**src/rtl/core/bdvx_pkg.sv**
```systemverilog
// ----------------------------------------------------------------------------
// Bulk dump voice extractor - shared definitions
// Frame layout positions, expected header bytes and status codes.
// ----------------------------------------------------------------------------
package bdvx_pkg;

  localparam int unsigned PosW      = 13;
  localparam int unsigned OffsetW   = 7;
  localparam int unsigned VoiceSelW = 5;

  localparam logic [PosW-1:0] FrameLen    = 13'd4104;
  localparam logic [PosW-1:0] PosStart    = 13'd0;
  localparam logic [PosW-1:0] PosVendor   = 13'd1;
  localparam logic [PosW-1:0] PosType     = 13'd3;
  localparam logic [PosW-1:0] PosData     = 13'd6;
  localparam logic [PosW-1:0] PosChecksum = 13'd4102;
  localparam logic [PosW-1:0] PosEnd      = 13'd4103;

  localparam logic [7:0] ByteStart  = 8'hf0;
  localparam logic [7:0] ByteVendor = 8'h43;
  localparam logic [7:0] ByteType   = 8'h09;
  localparam logic [7:0] ByteEnd    = 8'hf7;

  // Bit positions within the header fault flags.
  localparam int unsigned FaultStart  = 0;
  localparam int unsigned FaultVendor = 1;
  localparam int unsigned FaultEnd    = 2;
  localparam int unsigned FaultType   = 3;

  typedef enum logic [2:0] {
    ST_OK       = 3'd0,
    ST_SIZE     = 3'd1,
    ST_START    = 3'd2,
    ST_VENDOR   = 3'd3,
    ST_END      = 3'd4,
    ST_TYPE     = 3'd5,
    ST_CHECKSUM = 3'd6
  } status_t;

  typedef enum logic {
    KIND_VOICE  = 1'b0,
    KIND_STATUS = 1'b1
  } kind_t;

endpackage

```
**src/rtl/core/bdvx_if.sv**
```systemverilog
// ----------------------------------------------------------------------------
// Bulk dump voice extractor - stream channels
// Valid/ready channels for incoming dump bytes and outgoing result words.
// ----------------------------------------------------------------------------
interface bdvx_in_if;
  logic       valid;
  logic       ready;
  logic [7:0] data_byte;
  logic       frame_end;

  modport source (output valid, output data_byte, output frame_end, input ready);
  modport sink   (input valid, input data_byte, input frame_end, output ready);
endinterface

interface bdvx_out_if;
  logic       valid;
  logic       ready;
  logic       result_kind;
  logic [7:0] voice_byte;
  logic [6:0] voice_offset;
  logic [2:0] status;

  modport source (output valid, output result_kind, output voice_byte,
                  output voice_offset, output status, input ready);
  modport sink   (input valid, input result_kind, input voice_byte,
                  input voice_offset, input status, output ready);
endinterface

```
**src/rtl/core/bulk_dump_voice_extract_check.sv**
```systemverilog
// ----------------------------------------------------------------------------
// Bulk dump voice extractor and checker
// Streams a 32-voice bulk dump, emits the selected voice and a frame status.
// ----------------------------------------------------------------------------
// Usage:
//   in_ch carries one dump byte per word, with frame_end set on the last byte.
//   out_ch carries result words: a voice word (result_kind 0) for each of the
//   128 data bytes of the selected voice, with its offset, and a status word
//   (result_kind 1) when the frame-end byte is taken.
//   cfg_we/cfg_wdata set the voice to extract; write it between frames.
//   Every byte is handled by the frame tracker as it is accepted, and any result
//   word is held in a single output register, so out_ch.valid rises in the cycle
//   after acceptance; throughput is one byte per cycle while out_ch keeps up.
//   While a result word waits, a new byte is still taken when the receiver
//   takes the waiting word in the same cycle; if the receiver stalls with a
//   word pending, in_ch.ready drops until that word is taken.
//   Voice words precede the verdict, so the receiver drops them on a bad
//   status. Bytes past the nominal frame length are ignored until frame end.
//   Reset clears the frame state, the pending word and the voice select.
// ----------------------------------------------------------------------------
module bulk_dump_voice_extract_check (
  input  logic                          clk,
  input  logic                          rst_n,
  bdvx_in_if.sink                       in_ch,
  bdvx_out_if.source                    out_ch,
  input  logic                          cfg_we,
  input  logic [bdvx_pkg::VoiceSelW-1:0] cfg_wdata
);
  import bdvx_pkg::*;

  logic [VoiceSelW-1:0] voice_sel_r;
  logic [PosW-1:0]      pos_r, pos_nxt;
  logic [6:0]           sum_r, sum_nxt;
  logic [7:0]           chk_r, chk_nxt;
  logic [3:0]           faults_r, faults_nxt;

  logic                 out_valid_r;
  kind_t                kind_r, kind_nxt;
  logic [7:0]           vbyte_r, vbyte_nxt;
  logic [OffsetW-1:0]   voff_r, voff_nxt;
  status_t              status_r, status_nxt;

  logic                 accept;
  logic                 in_frame;
  logic                 in_data;
  logic [PosW-1:0]      data_idx;
  logic                 emit_voice;
  logic                 emit_any;
  logic [6:0]           expect_sum;
  logic [7:0]           b;

  assign in_ch.ready = !out_valid_r || out_ch.ready;
  assign accept      = in_ch.valid && in_ch.ready;
  assign b           = in_ch.data_byte;

  always_comb begin
    in_frame   = pos_r < FrameLen;
    in_data    = in_frame && (pos_r >= PosData) && (pos_r < PosChecksum);
    data_idx   = pos_r - PosData;
    emit_voice = in_data && (data_idx[OffsetW +: VoiceSelW] == voice_sel_r);

    faults_nxt = faults_r;
    chk_nxt    = chk_r;
    sum_nxt    = sum_r;
    pos_nxt    = pos_r;
    if (in_frame) begin
      if (pos_r == PosStart && b != ByteStart) faults_nxt[FaultStart] = 1'b1;
      if (pos_r == PosVendor && b != ByteVendor) faults_nxt[FaultVendor] = 1'b1;
      if (pos_r == PosType && b != ByteType) faults_nxt[FaultType] = 1'b1;
      if (pos_r == PosEnd && b != ByteEnd) faults_nxt[FaultEnd] = 1'b1;
      if (pos_r == PosChecksum) chk_nxt = b;
      if (in_data) sum_nxt = sum_r + b[6:0];
      pos_nxt = pos_r + 13'd1;
    end

    // The expected checksum is the two's complement of the sum, seven bits.
    expect_sum = 7'd0 - sum_nxt;
    if (pos_r != PosEnd)                   status_nxt = ST_SIZE;
    else if (faults_nxt[FaultStart])       status_nxt = ST_START;
    else if (faults_nxt[FaultVendor])      status_nxt = ST_VENDOR;
    else if (faults_nxt[FaultEnd])         status_nxt = ST_END;
    else if (faults_nxt[FaultType])        status_nxt = ST_TYPE;
    else if (chk_nxt != {1'b0, expect_sum}) status_nxt = ST_CHECKSUM;
    else                                   status_nxt = ST_OK;

    emit_any = in_ch.frame_end || emit_voice;
    if (in_ch.frame_end) begin
      kind_nxt  = KIND_STATUS;
      vbyte_nxt = 8'd0;
      voff_nxt  = '0;
      // A new frame starts cleanly after the status word.
      pos_nxt    = '0;
      sum_nxt    = '0;
      chk_nxt    = '0;
      faults_nxt = '0;
    end else begin
      kind_nxt   = KIND_VOICE;
      vbyte_nxt  = b;
      voff_nxt   = data_idx[OffsetW-1:0];
      status_nxt = ST_OK;
    end
  end

  always_ff @(posedge clk) begin
    if (!rst_n) begin
      voice_sel_r <= '0;
      pos_r       <= '0;
      sum_r       <= '0;
      chk_r       <= '0;
      faults_r    <= '0;
      out_valid_r <= 1'b0;
    end else begin
      if (cfg_we) voice_sel_r <= cfg_wdata;
      if (accept) begin
        pos_r       <= pos_nxt;
        sum_r       <= sum_nxt;
        chk_r       <= chk_nxt;
        faults_r    <= faults_nxt;
        out_valid_r <= emit_any;
      end else if (out_ch.ready) begin
        out_valid_r <= 1'b0;
      end
    end
  end

  always_ff @(posedge clk) begin
    if (accept && emit_any) begin
      kind_r   <= kind_nxt;
      vbyte_r  <= vbyte_nxt;
      voff_r   <= voff_nxt;
      status_r <= status_nxt;
    end
  end

  assign out_ch.valid        = out_valid_r;
  assign out_ch.result_kind  = kind_r;
  assign out_ch.voice_byte   = vbyte_r;
  assign out_ch.voice_offset = voff_r;
  assign out_ch.status       = status_r;

  a_pos_saturates: assert property (@(posedge clk) disable iff (!rst_n)
    pos_r <= FrameLen)
    else $error("byte position ran past the frame length");

  a_clear_after_end: assert property (@(posedge clk) disable iff (!rst_n)
    accept && in_ch.frame_end |=> pos_r == '0 && sum_r == '0 && faults_r == '0)
    else $error("frame state not cleared after frame end");

  a_status_word_clean: assert property (@(posedge clk) disable iff (!rst_n)
    out_valid_r && kind_r == KIND_STATUS |-> vbyte_r == 8'd0 && voff_r == '0)
    else $error("status word carries voice fields");

  a_voice_word_clean: assert property (@(posedge clk) disable iff (!rst_n)
    out_valid_r && kind_r == KIND_VOICE |-> status_r == ST_OK)
    else $error("voice word carries a status");

  a_stall_holds_word: assert property (@(posedge clk) disable iff (!rst_n)
    out_valid_r && !out_ch.ready |=> out_valid_r && $stable(vbyte_r)
                                    && $stable(status_r))
    else $error("pending result word lost under stall");

endmodule
```
**src/flat_wrapper.sv**
```systemverilog
// flat-port wrapper written by rule: the top's interface ports become plain ports
module bulk_dump_voice_extract_check_flat import bdvx_pkg::*;
  (clk, rst_n, cfg_we, cfg_wdata, in_ch_valid, in_ch_data_byte, in_ch_frame_end, in_ch_ready, out_ch_valid, out_ch_result_kind, out_ch_voice_byte, out_ch_voice_offset, out_ch_status, out_ch_ready);
  bdvx_in_if in_ch_i ();
  bdvx_out_if out_ch_i ();
  input  logic clk;
  input  logic rst_n;
  input  logic cfg_we;
  input  logic [bdvx_pkg::VoiceSelW-1:0] cfg_wdata;
  input wire logic [$bits(in_ch_i.valid)-1:0] in_ch_valid;
  input wire logic [$bits(in_ch_i.data_byte)-1:0] in_ch_data_byte;
  input wire logic [$bits(in_ch_i.frame_end)-1:0] in_ch_frame_end;
  output wire logic [$bits(in_ch_i.ready)-1:0] in_ch_ready;
  output wire logic [$bits(out_ch_i.valid)-1:0] out_ch_valid;
  output wire logic [$bits(out_ch_i.result_kind)-1:0] out_ch_result_kind;
  output wire logic [$bits(out_ch_i.voice_byte)-1:0] out_ch_voice_byte;
  output wire logic [$bits(out_ch_i.voice_offset)-1:0] out_ch_voice_offset;
  output wire logic [$bits(out_ch_i.status)-1:0] out_ch_status;
  input wire logic [$bits(out_ch_i.ready)-1:0] out_ch_ready;
  assign in_ch_i.valid = in_ch_valid;
  assign in_ch_i.data_byte = in_ch_data_byte;
  assign in_ch_i.frame_end = in_ch_frame_end;
  assign in_ch_ready = in_ch_i.ready;
  assign out_ch_valid = out_ch_i.valid;
  assign out_ch_result_kind = out_ch_i.result_kind;
  assign out_ch_voice_byte = out_ch_i.voice_byte;
  assign out_ch_voice_offset = out_ch_i.voice_offset;
  assign out_ch_status = out_ch_i.status;
  assign out_ch_i.ready = out_ch_ready;
  bulk_dump_voice_extract_check u_core (.clk(clk), .rst_n(rst_n), .in_ch(in_ch_i), .out_ch(out_ch_i), .cfg_we(cfg_we), .cfg_wdata(cfg_wdata));
endmodule
```
**config.mk**
```make
export PLATFORM = sky130hd
export DESIGN_NAME = bulk_dump_voice_extract_check_flat
export DESIGN_NICKNAME = d
export VERILOG_FILES = /design/src/rtl/core/bdvx_pkg.sv /design/src/rtl/core/bdvx_if.sv /design/src/rtl/core/bulk_dump_voice_extract_check.sv /design/src/flat_wrapper.sv
export SDC_FILE = /design/constraint.sdc
export NUM_CORES = 1
export LEC_CHECK = 0
export BUFFER_PORTS_ARGS = -buffer_cell sky130_fd_sc_hd__buf_2
export CAP_MARGIN = 10
export CORE_UTILIZATION = 60
export DETAILED_ROUTE_END_ITERATION = 10
export HOLD_SLACK_MARGIN = 0.06
export MAX_ROUTING_LAYER = met4
export PLACE_DENSITY = 0.82
export REMOVE_ABC_BUFFERS = 1
export SLEW_MARGIN = 20
export SYNTH_ARGS = -nofsm -noshare
export SYNTH_HDL_FRONTEND = slang
export SYNTH_SLANG_ARGS = --single-unit
```
**constraint.sdc**
```tcl
create_clock -name clk -period 9.8 [get_ports clk]
set_input_delay 1.96 -clock clk [delete_from_list [all_inputs] [get_ports clk]]
set_output_delay 1.96 -clock clk [all_outputs]
set_load 0.05 [all_outputs]
```
==> results of run 1 <==
[final cells by class]
type / count / area [um^2]
well taps: 70 / 87.6
multi-input cells: 284 / 1860
repair buffers: 40 / 203
clock inverters: 4 / 67.6
clock buffers: 12 / 145
flip-flops and latches: 57 / 1330
inverters: 16 / 60.1
fillers: 408 / 1450
[worst reg2reg max path: cells and delay by family, from the launching register on]
kind | cells | cell delay [ns]
adders and majority gates | 2 | 0.64
muxes | 1 | 0.40
and+or+nand+nor | 6 | 1.41
AOI/OAI and AO/OA | 3 | 0.44
DFF | 1 | 0.38
xor gates and xnor gates | 1 | 0.17
[per-stage QoR]
step | hold WS [ns] | util [%] | power, mW
detailed placement | 0.490 | 68.0 | 0.311
global route | 0.535 | 72.2 | 0.565
global placement | 0.477 | 68.0 | 0.310
floorplan | 0.468 | - | 0.292
CTS | 0.499 | 72.1 | 0.547
finish | 0.498 | 72.2 | 0.546
[registers in the layout, indices dropped and copies added, names as in the netlist]
| register | cells |
|---|---|
| u_core.out_ch.result_kind | 1 |
| u_core.pos_r | 13 |
| u_core.out_ch.voice_byte | 8 |
| u_core.faults_r | 4 |
| u_core.out_ch.status | 3 |
| u_core.sum_r | 7 |
| u_core.voice_sel_r | 5 |
| u_core.out_ch.voice_offset | 7 |
| u_core.out_ch.valid | 1 |
| u_core.chk_r | 8 |
[cells in the mapped netlist (2+ instances only)]
| master | n | area share [%] |
|---|---|---|
| xor2_1 | 14 | 3.7 |
| nor2b_1 | 11 | 2.1 |
| clkbuf_1 | 10 | 1.1 |
| a31oi_1 | 2 | 0.38 |
| mux2_2 | 2 | 0.68 |
| a22oi_1 | 12 | 2.7 |
| nand3_1 | 14 | 2.1 |
| o31a_1 | 2 | 0.53 |
| nor3_1 | 13 | 2.0 |
| dfxtp_1 | 38 | 23 |
| nor2_1 | 58 | 6.6 |
| nor4_1 | 4 | 0.75 |
| mux2i_1 | 12 | 3.6 |
| nor3b_1 | 4 | 0.91 |
| nand2_1 | 20 | 2.3 |
| edfxtp_1 | 19 | 17 |
| a31o_2 | 3 | 0.79 |
| a31oi_2 | 2 | 0.75 |
| a21o_1 | 3 | 0.68 |
| a21oi_1 | 20 | 3.0 |
| o21ai_0 | 12 | 1.8 |
| inv_1 | 16 | 1.8 |
| xnor2_1 | 14 | 3.7 |
| or3_1 | 7 | 1.3 |
| buf_2 | 3 | 0.45 |
| nand4_1 | 7 | 1.3 |
| o31ai_1 | 2 | 0.45 |
| ha_1 | 12 | 4.5 |
| nand2b_1 | 5 | 0.94 |
| nand4b_1 | 2 | 0.53 |
[metal layers]
layer / up-vias / share of wire [%] / track usage, %
li1: 1406 / - / -
met1: 1332 / 45 / 38.4
met2: 132 / 44 / 41.0
met3: 13 / 9.4 / 6.47
met4: 0 / 1.5 / 10.6
met5: - / 0 / -
[worst max-delay path by stage]
| stage | from | end | slack, ns | cells after the start |
|---|---|---|---|---|
| 2_1_floorplan | out_ch_ready | in_ch_ready | 5.43 | 1 |
| 3_3_place_gp | in_ch_data_byte[0] | u_core.out_ch.status[2] | 5.32 | 14 |
| 3_5_place_dp | in_ch_data_byte[0] | u_core.out_ch.status[1] | 5.19 | 14 |
| 4_1_cts | out_ch_ready | in_ch_ready | 5.38 | 3 |
| 5_1_grt | in_ch_data_byte[0] | u_core.out_ch.status[2] | 5.23 | 14 |
| 6_report | out_ch_ready | in_ch_ready | 5.39 | 3 |
[power by group through the flow]
stage / Combinational, mW / Clock, mW / Sequential [mW]
2_1_floorplan: 0.0211 / 0 / 0.271
3_3_place_gp: 0.0514 / 0 / 0.258
3_5_place_dp: 0.0523 / 0 / 0.258
4_1_cts: 0.0526 / 0.242 / 0.253
5_1_grt: 0.0574 / 0.254 / 0.254
6_report: 0.0529 / 0.239 / 0.253
[cell families (layout without fill, tap and decap cells)]
family	after synthesis	after routing
buffers and inverters	31	72
AND/OR/NAND/NOR	155	155
flip-flops	57	57
adder cells (fa/ha/maj)	13	13
AO/OA/AOI/OAI	73	73
XOR/XNOR	29	29
multiplexers	14	14
==> reports/results.txt, run 1 <==
Status = finished, final reports clean
Final non-filler cell area = 3760 um^2
Fin nets = 440
Post-synth EDFFs = 19
R2r endpoint = u_core.out_ch.status[1]
Total CTS buffers = 9
Worst Path Required = 7.84 ns
Worst path max stage delay = 0.28 ns
Final min period = 4.41 ns
Synth cell types = 59
Tot GR Track Use = 28.3%
Mux cell area share after synthesis = 4.30%
Core area = 5200 um^2
Initial antenna violation count = 0
Number of global-route vias before repair = 2588
Wire per inst = 15.6 um
Max Cap Viol = 0
Slew Limit Fails = 0
Hold path start = u_core.faults_r[0]
Initial DRC Count = 291
Top delay family on crit path = buffers and inverters
Hold depth = 2
Fmax = 227 MHz
Mapped Area = 3320 um^2
Int Power = 0.414 mW
DP Area = 3540 um^2
DR vias = 2883
RSZ-0062 raised after global routing = false
CP most frequent cell = buf_2
Setup_tns = 0 ns
TritonCTS clock tree = built
Starting Density = 63.7%
Arr. time, crit path = 2.45 ns
Critical path endpoint category = output port
Max VDD drop = 120 uV
IO Pins = 40
# diodes = 0
Routability congestion estimate from global placement = 0.958
P_sw = 0.132 mW
Worst path cell trace = buf_2 -> nand2b_1 -> buf_2
# rows = 26
Pre-Repair DR Iteration Count = 5
Largest net degree at the start of global routing = 24
Max stage delay cell, worst path = buf_2
DP HPWL = 5450 um
R2R Path Start = u_core.pos_r[1]
Kind of critical path = in -> out
Synth Register Bits = 57
Most frequent cells in the layout = 58 x nor2_1, 39 x buf_2, 38 x dfxtp_1, 20 x nand2_1, 20 x a21oi_1
Power Dens Cells = 145 nW/um^2
Ys Warns = 0
Clock skew after layout = 0.00939 ns
Die span in y = 76.4 um
Reg2Reg Setup Slack = 6.10 ns
Global route total overflow = 0
Worst slack at placement = 5.19 ns
R2R cell count = 13
Clk sinks = 57
Post-cts resize count = 0
Top FF cell, synth = dfxtp_1
Final wirelength = 7550 um
Area growth, synth to finish = 13.2%
Sequential fraction of design power = 46.4%
CP Max Fanout = 4
Adder-Cell Fraction of Synth Area = 5.13%
DP Cell Count = 467
Clock buffer depth = 2
Port Buf Inserts = 39
Xor/xnor cell area share of the yosys netlist = 8.07%
Leakage = 1.53 nW
Switching Share = 24.2%
Worst Hold End = u_core.faults_r[0]
Die width = 76.4 um
Syn Inst Count = 372
CP Launch Type = input port
First-pass GRT wire length = 12500 um
WP buf/inv = 2
Clk Tree Root Cell = clkbuf_8
Comb pwr share = 9.7%
# DRC = 0
Post-CTS Setup Bufs = 0
Share of layout cells above drive strength 1 = 16.0%
Min-Delay Path Class = reg -> reg
Post-synthesis sequential area ratio = 40.1%
Final setup viols = 0
Final worst path period share = 45.0%
Worst skew pair latency = 0.33 ns
Post-route insts no fill = 483
Slew @ Worst Pin = 0.771 ns
Mean Syn Cell Area = 8.92 um^2
Clk network pwr share = 43.9%
Most common cell after layout, fill and taps aside = nor2_1
Final hold viol count = 0
Combinational family with the most area after synthesis = simple AND/OR/NAND/NOR gates
Reg clk slew, reported paths = 0.06 ns
Via density = 5.97
Slew headroom = 48.6%
Post-CTS Hold Buffers = 0
Die footprint = 5830 um^2
Simple-gate area share of the yosys netlist = 23.6%
Detail Route Antenna Nets = 0
Synth Area in Compound Gates = 15.0%
H-tree depth = 3
Worst setup slack after layout = 5.39 ns
Synth async-reset ratio = 0%
Note: power is estimated with default switching activity, not from simulation.
==> run 2, diff against run 1 <==
ABC_AREA = 1   (was default)
CORE_UTILIZATION = 53   (was 60)
PLACE_DENSITY = 0.76   (was 0.82)
clock period = 3.7 ns   (was 9.8 ns; I/O delays follow)
==> reports/results.txt, run 2 <==
Status = finished, violations left
Failing checks = DRC
Final min period = 3.06 ns
Wire per inst = 12.7 um
Post-synthesis sequential area ratio = 37.3%
Max stage delay cell, worst path = dfxtp_1
Grt met1 use = 33.0%
Slew Limit Fails = 0
Post-CTS Setup Bufs = 0
DP HPWL = 5890 um
Yosys top cell area share = 21.3%
Detail Route Antenna Nets = 0
Clock skew after layout = 0.00824 ns
Share of layout cells above drive strength 1 = 17.3%
M3 GR Usage = 7.02%
# diodes = 0
Mapped Area = 3570 um^2
Pre-Repair DR Iteration Count = 7
Max Cap Viol = 0
Final worst path period share = 82.6%
Die width = 84.1 um
Post-synth EDFFs = 19
Via density = 5.15
DR vias = 3186
Final non-filler cell area = 4020 um^2
Fillers = 576
Min-Delay Path Class = reg -> reg
Top reg by flops = u_core.pos_r
Final wirelength = 7850 um
Worst Path Required = 3.81 ns
Port Buf Inserts = 39
Most frequent cells in the layout = 120 x nand2_1, 73 x inv_1, 55 x nor2_1, 39 x buf_2, 38 x dfxtp_1
Kind of critical path = reg -> reg
Busiest grt layer = met2
Fin nets = 569
Post-CTS Hold Buffers = 0
Clock buffer depth = 2
Most common cell after layout, fill and taps aside = nand2_1
Top-count cell post-synth = nand2_1
Synth cell types = 37
Clk sinks = 57
DP Area = 3830 um^2
Slew headroom = 57.4%
Die span in y = 84.1 um
Power Dens Cells = 345 nW/um^2
Critical path endpoint category = register
Post-cts resize count = 0
Worst path max stage delay = 0.47 ns
Max VDD drop = 185 uV
Ys Warns = 0
IO Pins = 40
Arr. time, crit path = 3.16 ns
Clk Tree Root Cell = clkbuf_8
TritonCTS clock tree = built
Total CTS buffers = 9
Routability congestion estimate from global placement = 0.905
Syn Inst Count = 493
Final hold viol count = 0
CP most frequent cell = inv_1
RSZ-0062 raised after global routing = false
Top FF cell, synth = dfxtp_1
Post-route insts no fill = 619
Starting Density = 55.6%
CP Max Fanout = 11
Initial DRC Count = 152
Die footprint = 7070 um^2
Final Power = 1.39 mW
Reg clk slew, reported paths = 0.07 ns
Commonest cells post-synth = 120 x nand2_1, 73 x inv_1, 55 x nor2_1
GR Util met2 = 37.0%
Post-Route Utilization = 62.6%
Synth async-reset ratio = 0%
First-pass GRT wire length = 13500 um
Final setup viols = 0
Number of global-route vias before repair = 2926
Setup_tns = 0 ns
Slew @ Worst Pin = 0.637 ns
Initial antenna violation count = 0
Leakage = 1.88 nW
Ranking of synthesized cells by area = dfxtp_1 21%, edfxtp_1 16%, nand2_1 13%, inv_1 7.7%, nor2_1 5.8%
Mean Syn Cell Area = 7.24 um^2
Max reg flops = 13
Fmax = 327 MHz
Worst path cell trace = ha_1 -> inv_1 -> nand2_4 -> nor2_4 -> nand2_4 -> nand3_2 -> o21ai_2 -> ha_1 -> inv_1 -> nand2_1 -> a21oi_1 -> nand3_1 -> nor2_1 -> nand3_1 -> nor2_2 -> nand3_2 -> o21ai_2 -> inv_1
DP Cell Count = 603
Largest net degree at the start of global routing = 21
Core area = 6420 um^2
Worst skew pair latency = 0.35 ns
# rows = 29
Area growth, synth to finish = 12.6%
CP Launch Type = register
Tot GR Track Use = 25.2%
Global route total overflow = 0
Synth area leader = dfxtp_1
H-tree depth = 3
# DRC = 6
Synth Register Bits = 57
==> run 2: cell types whose count changed in the layout (fill, tap and decap cells not counted), sizes merged, moves of 11 or more <==
cell / delta
mux2i: -12
a22oi: -12
a21oi: +16
nor2b: -11
nand3: +17
o21ai: +11
inv: +60
nand2: +114
==> run 2: path summary, 6_finish.rpt <==
kind                           start                       to  slack, ns  cells after the start
hold / removal    u_core.faults_r[0]       u_core.faults_r[0]       0.47                      2
hold reg to reg   u_core.faults_r[0]       u_core.faults_r[0]       0.47                      2
setup / recovery     u_core.pos_r[2]  u_core.out_ch.status[2]       0.64                     18
setup reg to reg     u_core.pos_r[2]  u_core.out_ch.status[2]       0.64                     18
==> run 2: area by class of cell <==
class	count	area, um^2	share of cell area (%)
Clock buffer	10	128	3.17
Clock inverter	6	58.8	1.46
Inverter	76	285	7.10
Multi-Input combinational cell	351	1900	47.3
Sequential cell	57	1330	33.1
Tap cell	77	96.3	2.40
Timing Repair Buffer	42	218	5.42
==> run 2: metal layers <==
layer | share of wire (%) | wire length, um
met3 | 5.8 | 458
met5 | 0 | 0
met4 | 1.6 | 128
met2 | 44 | 3470
met1 | 48 | 3800
==> run 2: power breakdown <==
| part | internal (mW) | switching (mW) |
|---|---|---|
| logic | 0.0397 | 0.108 |
| clock network | 0.306 | 0.262 |
| registers | 0.664 | 0.00673 |
==> run 2: logic make-up after synthesis <==
family | share of synthesized area, %
buffers and inverters | 9.39
AOI/OAI and AO/OA | 10.2
and+or+nand+nor | 34.9
DFF | 37.3
adders and majority gates | 4.77
xor gates and xnor gates | 3.44
==> run 2: worst max-delay path, delay by kind of cell (launching register included) <==
kind	cells	cell delay [ns]
AOI/OAI and AO/OA	3	0.57
adders and majority gates	2	0.54
buffers and inverters	3	0.20
DFF	1	0.47
and+or+nand+nor	10	1.03
==> run 2: metrics by stage <==
stage | hold slack (ns) | setup WS [ns]
CTS | 0.470 | 0.640
global route | 0.486 | 0.384
detailed placement | 0.458 | 0.375
finish | 0.470 | 0.644
global placement | 0.454 | 0.470
floorplan | 0.433 | 0.708
==> run 3, diff against run 2 <==
CORE_UTILIZATION = 59   (was 53)
PLACE_DENSITY = 0.8   (was 0.76)
clock period = 3 ns   (was 3.7 ns; I/O delays follow)
==> reports/results.txt, run 3 (same netlist as run 2, synthesis figures left out) <==
CP Launch Type = register
Area growth, synth to finish = 14.1%
Kind of critical path = reg -> reg
DR vias = 3325
Most frequent cells in the layout = 119 x nand2_1, 72 x inv_1, 55 x nor2_1, 39 x buf_2, 37 x dfxtp_1
Power Dens Cells = 424 nW/um^2
Slew @ Worst Pin = 1.04 ns
DP HPWL = 6230 um
Largest net degree at the start of global routing = 21
Final Power = 1.73 mW
Max reg flops = 13
Critical path endpoint category = register
Most common cell after layout, fill and taps aside = nand2_1
Clock skew after layout = 0.00924 ns
RSZ-0062 raised after global routing = false
DP Cell Count = 605
DP Area = 3880 um^2
Worst skew pair latency = 0.35 ns
Clk Tree Root Cell = clkbuf_8
Hold depth = 2
Max Cap Viol = 0
CP Max Fanout = 6
Max VDD drop = 402 uV
Tot GR Track Use = 30.0%
Die width = 79.8 um
Arr. time, crit path = 2.88 ns
Detail Route Antenna Nets = 0
Die footprint = 6370 um^2
First-pass GRT wire length = 14100 um
Initial DRC Count = 209
Final wirelength = 8440 um
Initial antenna violation count = 0
Final min period = 2.79 ns
Die span in y = 79.8 um
# rows = 27
Min-Delay Path Class = reg -> reg
Status = finished, final reports clean
Leakage = 1.92 nW
Routability congestion estimate from global placement = 0.926
H-tree depth = 3
Wire per inst = 13.6 um
Number of global-route vias before repair = 3172
# DRC = 0
Pre-Repair DR Iteration Count = 5
Final hold viol count = 0
R2R cell count = 20
Final non-filler cell area = 4070 um^2
Total CTS buffers = 9
TritonCTS clock tree = built
Starting Density = 62.9%
Fmax = 359 MHz
Share of layout cells above drive strength 1 = 18.6%
Slew Limit Fails = 0
# diodes = 0
IO Pins = 40
Clk sinks = 57
Final worst path period share = 92.9%
Clock buffer depth = 2
Core area = 5680 um^2
Global route total overflow = 0
Slew headroom = 30.4%
Port Buf Inserts = 39
Reg clk slew, reported paths = 0.07 ns
Fin nets = 576
Top reg by flops = u_core.pos_r
Post-route insts no fill = 621
Via density = 5.35
Final setup viols = 0
Post-CTS Setup Bufs = 0
Worst Path Required = 3.10 ns
-- run 3: through the flow --
stage               setup WS, ns  hold WS [ns]  TNS (ns)  util, %
finish                     0.213         0.472         0     71.8
global route             0.00455         0.484         0     71.8
CTS                        0.198         0.468         0     71.7
detailed placement        -0.109         0.458    -0.185     68.4
global placement        -0.00880         0.452  -0.00880     68.4
floorplan                  0.148         0.433         0        -
-- run 3: worst max-delay path: stages, from the launching register on --
cell and delay [ns]:
dfxtp_1 0.32, ha_1 0.23, inv_2 0.10, nand2_4 0.08, nor2_4 0.18, nand2_4 0.08, nand3_2 0.15, nand2_1 0.09
nand2_2 0.07, inv_1 0.04, ha_1 0.30, inv_1 0.06, nand2_1 0.05, a21oi_1 0.12, nand3_1 0.10, nor2_1 0.12
nand3_1 0.09, nor2_2 0.09, nand3_2 0.09, o21ai_2 0.12, inv_1 0.05
-- run 3: cell type report --
type | instances | area (um^2)
Multi-Input combinational cell | 351 | 1910
Timing Repair Buffer | 49 | 270
Inverter | 76 | 285
Tap cell | 72 | 90.1
Sequential cell | 57 | 1330
Clock inverter | 3 | 41.3
Fill cell | 473 | 1600
Clock buffer | 13 | 149
-- run 3: timing repair --
action                                  in CTS  in global routing
gates resized for setup                      0                  3
endpoints found under the setup margin       0                  2
hold buffers                                 0                  0
-- run 3: path summary, 6_finish.rpt --
path | start | end | slack, ns
worst max-delay path | u_core.pos_r[1] | u_core.out_ch.status[2] | 0.21
worst min-delay path | u_core.chk_r[2] | u_core.chk_r[2] | 0.47
worst max register to register | u_core.pos_r[1] | u_core.out_ch.status[2] | 0.21
worst min register to register | u_core.chk_r[2] | u_core.chk_r[2] | 0.47
-- run 3: routing by layer --
metal	track usage [%]	up-vias	routed length, um
met4	13.4	0	193
met3	6.06	22	487
met1	37.1	1488	3840
met2	47.4	121	3910
met5	-	-	0
li1	-	1694	-
-- run 3: report_power, final --
part	internal (mW)	total [mW]	switching, mW
registers	0.819	0.827	0.00785
clock network	0.404	0.715	0.310
logic	0.0504	0.186	0.136
